===== config.mk =====
export PLATFORM = sky130hd
export DESIGN_NAME = ise_cell
export DESIGN_NICKNAME = d
export VERILOG_FILES = /design/src/design/ise_pkg.sv /design/src/design/ise_cell.sv
export SDC_FILE = /design/constraint.sdc
export NUM_CORES = 1
export LEC_CHECK = 0
export ABC_AREA = 0
export CAP_MARGIN = 20
export CORE_MARGIN = 3
export CORE_UTILIZATION = 65
export CTS_BUF_LIST = sky130_fd_sc_hd__clkbuf_8
export DETAILED_ROUTE_END_ITERATION = 10
export DONT_BUFFER_PORTS = 1
export GPL_TIMING_DRIVEN = 0
export PLACE_DENSITY = 0.8
export SLEW_MARGIN = 40
export SYNTH_ARGS = -nofsm -noshare
export SYNTH_HDL_FRONTEND = slang
export SYNTH_SLANG_ARGS = --single-unit

===== constraint.sdc =====
create_clock -name clk -period 4.7 [get_ports clk]
set_input_delay 1.175 -clock clk [delete_from_list [all_inputs] [get_ports clk]]
set_output_delay 1.175 -clock clk [all_outputs]
set_load 0.005 [all_outputs]

===== src/design/ise_pkg.sv =====
package ise_pkg;

    localparam int DEFAULT_CAPACITY = 1024;

    localparam int VALUE_W  = 32;
    localparam int LEFT_W   = 11;

    localparam logic MODE_INSERT = 1'b0;
    localparam logic MODE_POP    = 1'b1;

    localparam logic STATUS_OK    = 1'b0;
    localparam logic STATUS_EMPTY = 1'b1;

    // Command broadcast to every cell of the chain.
    typedef struct packed {
        logic                      ins;
        logic                      pop;
        logic signed [VALUE_W-1:0] value;
    } op_t;

endpackage


===== src/design/ise_cell.sv =====
module ise_cell
(
    input  logic                              clk,
    input  ise_pkg::op_t                      op,
    input  logic                              occupied,
    input  logic signed [ise_pkg::VALUE_W-1:0] left_val,
    input  logic                              left_gt,
    input  logic signed [ise_pkg::VALUE_W-1:0] right_val,
    output logic signed [ise_pkg::VALUE_W-1:0] val,
    output logic                              gt
);

    logic signed [ise_pkg::VALUE_W-1:0] val_reg;
    logic signed [ise_pkg::VALUE_W-1:0] val_next;

    // This cell holds a value strictly greater than the one being inserted,
    // so it must move one place to the right.
    assign gt  = occupied && (val_reg > op.value);
    assign val = val_reg;

    always_comb
    begin
        val_next = val_reg;
        if (op.ins)
        begin
            if (left_gt)
            begin
                val_next = left_val;
            end
            else if (gt || !occupied)
            begin
                val_next = op.value;
            end
        end
        else if (op.pop)
        begin
            val_next = right_val;
        end
    end

    always_ff @(posedge clk)
    begin
        val_reg <= val_next;
    end

endmodule


* Word-level counts from Yosys, hierarchy flattened *
Index checks and enable logic that the tools add are counted.

word-level totals
  flip-flop bits (word level) = 32
  bits of input ports = 101
  output and inout port bits = 33
  word-level logic and storage cells = 12

operators by class
  magnitude comparators = 1
  equality and inequality tests = 1
  muxes and demuxes = 4
  reduce and logical (&&, ||, !) cells = 5

operators by type and width
  operator                                               count
  two-way mux 32 bit                                     4
  greater-than comparator 32 bit                         1
  inequality test 3 x 1 -> 1 bit, second input constant  1
  AND reduction 2 bit                                    1
  nonzero test 2 bit                                     1
  logical AND 1 bit                                      1
  logical NOT 1 bit                                      1
  logical OR 1 bit                                       1

* Depth between registers and ports, before layout *
Gate-level depths: netlist of the first run.

  depth in word-level cells = 6
  mapped depth = 8
  mapped depth without buffers = 8

* Worst setup path before layout of the first run *
OpenSTA, ideal clock, no wires.

  kind = input to register
  from = input op[14] (netlist bit)
  to = register val_reg, in the netlist val[0], enable pin
  library setup time = 0.561 ns
  arrival time = 3.230 ns
  required time = 4.139 ns
  path slack = 0.909 ns
  cell stages on the path = 8
  path buffers = 0
  path through = inv_1 > ha_1 > a21oi_1 > nand2_1 > a221o_1 > o31a_1 > a2bb2oi_1 > nand3_1

between the ends
  cells in the longest elaborated chain, start to end = 5

ends and longest elaborated chain
  element                                          line            RTL
  from (decl)                                      ise_cell.sv:4   input ise_pkg::op_t op,
  greater-than comparator 32 bit                   ise_cell.sv:18  assign gt = occupied && (val_reg > op.value);
  logical AND 1 bit                                ise_cell.sv:18
  logical OR 1 bit                                 ise_cell.sv:30  else if (gt || !occupied)
  inequality test 3 x 1 -> 1 bit (no source line)  -
  AND reduction 2 bit (no source line)             -
  to (signal assigned)                             ise_cell.sv:43  val_reg <= val_next;
  to (decl)                                        ise_cell.sv:13  logic signed [ise_pkg::VALUE_W-1:0] val_reg;

Every way passes these cells.
A chain may end at the register's enable or synchronous reset.

* Worst setup path in the final report of the first run *
  from = input op[14] (netlist bit)
  to = output gt

between the ends
  cells in the longest elaborated chain, start to end = 2

ends and longest elaborated chain
  element                         line            RTL
  greater-than comparator 32 bit  ise_cell.sv:18
  logical AND 1 bit               ise_cell.sv:18
  to (decl)                       ise_cell.sv:10  output logic gt

Every way passes these cells.

==> results of run 1 <==
[cell families after synthesis]
| group | synth area share, % |
|---|---|
| buf+inv | 6.77 |
| flops | 38.5 |
| compound gates | 14.2 |
| fa+ha+maj | 16.0 |
| mux | 12.8 |
| simple gates | 11.6 |
[area by class of cell]
type | instances | share of cell area, %
Multi-Input combinational cell | 187 | 51.5
Sequential cell | 32 | 36.1
Inverter | 33 | 4.65
Clock buffer | 5 | 2.58
Tap cell | 46 | 2.16
Buffer | 11 | 1.69
Timing Repair Buffer | 1 | 1.03
Clock inverter | 2 | 0.282
[through the flow]
stage	instance area, sq um	setup WS (ns)
finish	2660	0.756
global route	2660	0.680
CTS	2660	0.757
detailed placement	2590	0.770
global placement	2550	0.277
floorplan	2500	0.909
[layer usage]
| layer | GRT usage (%) | share of wire (%) | vias to the layer above |
|---|---|---|---|
| met2 | 47.8 | 50 | 104 |
| met1 | 27.9 | 37 | 910 |
| met4 | 9.18 | 1.5 | 0 |
| met5 | 0 | 0 | - |
| met3 | 10.8 | 11 | 13 |
| li1 | - | - | 967 |
[cells in the final DEF, fill, tap and decap left out, types with 2 or more instances in the layout]
cell type and instances:
a21oi_1 45, buf_2 3, clkbuf_1 8, clkbuf_8 5
clkinv_1 2, edfxtp_1 32, ha_1 32, inv_1 33
mux2i_1 32, nand2_1 9, nand3_1 3, nand4_1 7
nor2_1 35, o211ai_1 2, o21ai_0 3
[power by group through the flow]
| stage | combinational (mW) | sequential [mW] | clock [mW] |
|---|---|---|---|
| 2_1_floorplan | 0.154 | 0.397 | 0 |
| 3_3_place_gp | 0.185 | 0.407 | 0 |
| 3_5_place_dp | 0.205 | 0.407 | 0 |
| 4_1_cts | 0.206 | 0.401 | 0.195 |
| 5_1_grt | 0.234 | 0.405 | 0.205 |
| 6_report | 0.206 | 0.400 | 0.195 |
[critical path, delay by kind of cell]
family | cells | cell delay (ns)
fa+ha+maj | 1 | 0.31
buf+inv | 1 | 0.02
compound gates | 4 | 0.98
simple gates | 2 | 0.28
[final timing paths]
path	start	to	slack [ns]	cells past startpoint
worst max-delay path	op[14]	gt	0.76	8
worst min-delay path	right_val[14]	val[14]$_DFFE_PP_	1.13	2
worst max register to register	val[31]$_DFFE_PP_	val[26]$_DFFE_PP_	1.85	8
worst min register to register	val[31]$_DFFE_PP_	val[16]$_DFFE_PP_	1.40	5
==> reports/results.ini, run 1 <==
[cts]
cts_made_buffers=5
clock_sinks=32
clock_latency_ns=0.28
htree_levels=2
clockBufferDepth=2
cts_root_buf=clkbuf_8
cts_tree=done
cts-hold-fix-buffers=0
clk_pin_slew_ns=0.06
cts_resized=0
post_cts_buffers=0

[setup_path]
critPathCaptureType=output pin
max_stage_delay_ns=0.35
cp_slowest_cell=o31a_1
cp_max_fo=4
crit_type=input pin to output pin
worstPathRequired_ns=3.52
critPathLaunchType=input pin
critPathArrivalTime_ns=2.77
crit_chain=inv_1 -> ha_1 -> nand4_1 -> nor2_1 -> a221o_1 -> o31a_1 -> o2111ai_2 -> o41ai_2

[synthesis]
synth_cell_types=31
synth.most_common_cell=a21oi_1
synthDominantCellAreaShare_pct=38.5
syn_area_per_cell_sq_um=9.49
ys_seq_area_share_pct=38.5
synth_edf_count=32
synthTopCellsByArea=edfxtp_1 38%, ha_1 16%, mux2i_1 13%, a21oi_1 9.0%, nor2_1 5.3%
synth_area_sq_mm=0.00250
async_flop_share_pct=0
synth_flop_cell=edfxtp_1
syn_inst=263
ys_seq_elements=32
syn-num-nets=396
synthTopCellsByCount=45 x a21oi_1, 35 x nor2_1, 33 x inv_1
yosys.area.top_type=edfxtp_1
yosysWarningCount=0

[sta]
hold_ws_ns=1.13
worst_pin_slew_ns=0.503
tns_ns=0
max-slew-margin-rel_pct=66.4
hold_viol=0
fmax_mhz=254
final.period_utilization_pct=83.9
maxSlewViolCount=0
setup_viol=0
skew_ns=0.00892
rsz0062_at_grt=false
period_needed_ns=3.94

[placed_design]
globalplace.congestion=0.733
io_buffers=0
dpl.hpwl_um=5090
dp_cells=310

[global_routing]
grtUsageTotal_pct=26.6
grt_pass1_wl_um=9040
antenna_found_initial=0
grt_max_degree=22
grt_pass1_vias=2041
grt_overflow=0

[layout]
seqCellArea_sq_um=961
diodes=0
final.fill_count=272
multi_input_area_sq_mm=0.00137
finalNonFillerCells=317
final_core_util_pct=75.6
final_nets=404
largest_register_ffs=32
drive_above_1_share_pct=5.90
synthToLayoutAreaGrowth_pct=6.67

[status]
outcome=complete, no violations

[pwr]
switching_share_pct=31.0
power_per_cell_area_mw_per_mm2=301
power.total_mw=0.802
leakage_nw=1.22
intPower_mw=0.553
ir_drop_mv=0.229
seq_power_share_pct=50.0
p_switching_mw=0.249
share_comb_of_total_power_pct=25.7
clock_power_share_pct=24.4

[detailed_routing]
routed_wl_um=6170
drcViolationCount=0
num_vias=1994
firstDrtPassIters=4
wl_per_cell_um=19.5
routed_via_density=6.29
initialDrtViolationCount=145
ant_nets=0

[floorplan]
die_y_um=68.0
core_area_sq_mm=0.00352
rows=21
io_pins=134
die-area_sq_mm=0.00462
fp.dieW_um=68.0
initial_core_util_pct=70.9

[run]
max_cap_viol_count=0

[min_path]
hold_class=input pin to flip-flop

Note: power is estimated with default switching activity, not from simulation.
==> run 2: changes to the inputs <==
- CORE_UTILIZATION: 65 -> 60
- PLACE_DENSITY: 0.8 -> 0.78
- clock period: 4.7 -> 3.34 ns (I/O delays scaled with it)
==> reports/results.ini, run 2 (synthesis results as in run 1) <==
[detailed_routing]
num_vias=1955
wl_per_cell_um=17.9
initialDrtViolationCount=88
ant_nets=0
drcViolationCount=0
routed_wl_um=5740
routed_via_density=6.11
firstDrtPassIters=4

[floorplan]
die-area_sq_mm=0.00497
initial_core_util_pct=65.2
core_area_sq_mm=0.00383
io_pins=134
die_y_um=70.5
rows=22
fp.dieW_um=70.5

[run]
max_cap_viol_count=0

[layout]
final_nets=404
final_core_util_pct=69.8
synthToLayoutAreaGrowth_pct=6.97
final.fill_count=315
diodes=0
final_cell_mix=45 x a21oi_1, 35 x nor2_1, 33 x inv_1
drive_above_1_share_pct=6.62
finalNonFillerCells=320
final_area_sq_mm=0.00267
final_common_cell=a21oi_1
largest_register_ffs=32

[setup_path]
cp_max_fo=3
critPathArrivalTime_ns=2.42
critPathLaunchType=input pin
critPathCaptureType=output pin
r2r_start=val[31]$_DFFE_PP_
worstPathRequired_ns=2.50
r2r-end=val[0]$_DFFE_PP_
reg2reg_depth=7
crit_type=input pin to output pin
r2r_slack_ns=0.46

[min_path]
hold_start=right_val[14]
hold_class=input pin to flip-flop
hold_depth=2
hold_end=val[14]$_DFFE_PP_

[global_routing]
grt_pass1_vias=2011
grtUsageTotal_pct=23.4
grt_pass1_wl_um=9190
grt_overflow=0
antenna_found_initial=0
grt_max_degree=33

[sta]
final.period_utilization_pct=97.4
tns_ns=0
period_needed_ns=3.25
fmax_mhz=307
layout_setup_ws_ns=0.0854
hold_ws_ns=0.784
worst_pin_slew_ns=0.496
skew_ns=0.00732
setup_viol=0
max-slew-margin-rel_pct=66.9
hold_viol=0
maxSlewViolCount=0

[cts]
clock_latency_ns=0.28
htree_levels=2
cts-hold-fix-buffers=0
cts_made_buffers=5
clockBufferDepth=2
cts_root_buf=clkbuf_8
clock_sinks=32
cts_tree=done
clk_pin_slew_ns=0.07

[pwr]
leakage_nw=1.22
power.total_mw=1.13
power_per_cell_area_mw_per_mm2=423
ir_drop_mv=0.305

[status]
outcome=complete, no violations

[placed_design]
globalplace.congestion=0.771
dp_cells=311
dpl.hpwl_um=4590
place_ws_ns=-0.229
io_buffers=0
placed_cell_area_sq_mm=0.00256

==> run 2: cell types whose count changed in the layout (fill, tap and decap cells not counted) <==
cell      delta
buf_16       -1
buf_4        +1
clkinv_1     -1
clkinv_2     +2
nand3_2      -1
nand3_4      +1
o21ai_0      -1
o21ai_1      +1
o41ai_2      -1
o41ai_4      +1
==> run 2: power breakdown <==
group | internal (mW) | leakage (nW) | total (mW) | switching, mW
clock | 0.141 | 0.0453 | 0.286 | 0.145
sequential | 0.518 | 0.320 | 0.562 | 0.0446
combinational | 0.118 | 0.854 | 0.282 | 0.164
total | 0.777 | 1.22 | 1.13 | 0.354
==> run 2: layout make-up <==
class	count	area (sq um)	share of cell area, %
buffer	11	45.0	1.69
clock buffer	5	68.8	2.58
clock inverter	3	13.8	0.515
inverter	33	124	4.64
multi-input combinational	187	1390	52.1
sequential	32	961	36.0
tap	48	60.1	2.25
timing repair buffer	1	7.51	0.281
==> run 2: worst max path at each step <==
| stage | startpoint | to | slack [ns] | cells past startpoint |
|---|---|---|---|---|
| final | op[14] | gt | 0.09 | 8 |
| after global placement | op[31] | val[7]$_DFFE_PP_ | -0.21 | 8 |
| after floorplan | op[14] | gt | 0.23 | 8 |
| after global routing | op[31] | gt | -0.0008 | 7 |
| after detailed placement | op[31] | val[6]$_DFFE_PP_ | -0.23 | 8 |
| after CTS | op[31] | val[2]$_DFFE_PP_ | 0.03 | 8 |
==> run 2: metal layers <==
metal	vias to the layer above	track usage, %	part of all wire (%)
li1	963	-	-
met1	890	27.4	41
met2	95	40.3	48
met3	7	8.63	10
met4	0	6.38	1.1
met5	-	0	0
==> run 2: worst max-delay path, stage by stage <==
cell,delay (ns)
inv_1,0.03
ha_1,0.32
a21oi_1,0.15
nand2_1,0.08
a221o_1,0.34
o31a_1,0.30
o2111ai_2,0.23
o41ai_4,0.13
==> run 2: timing repair <==
item                                    4_1_cts  5_1_grt
setup buffers                                 0        1
gates resized for setup                       0        2
endpoints found under the setup margin        0        1
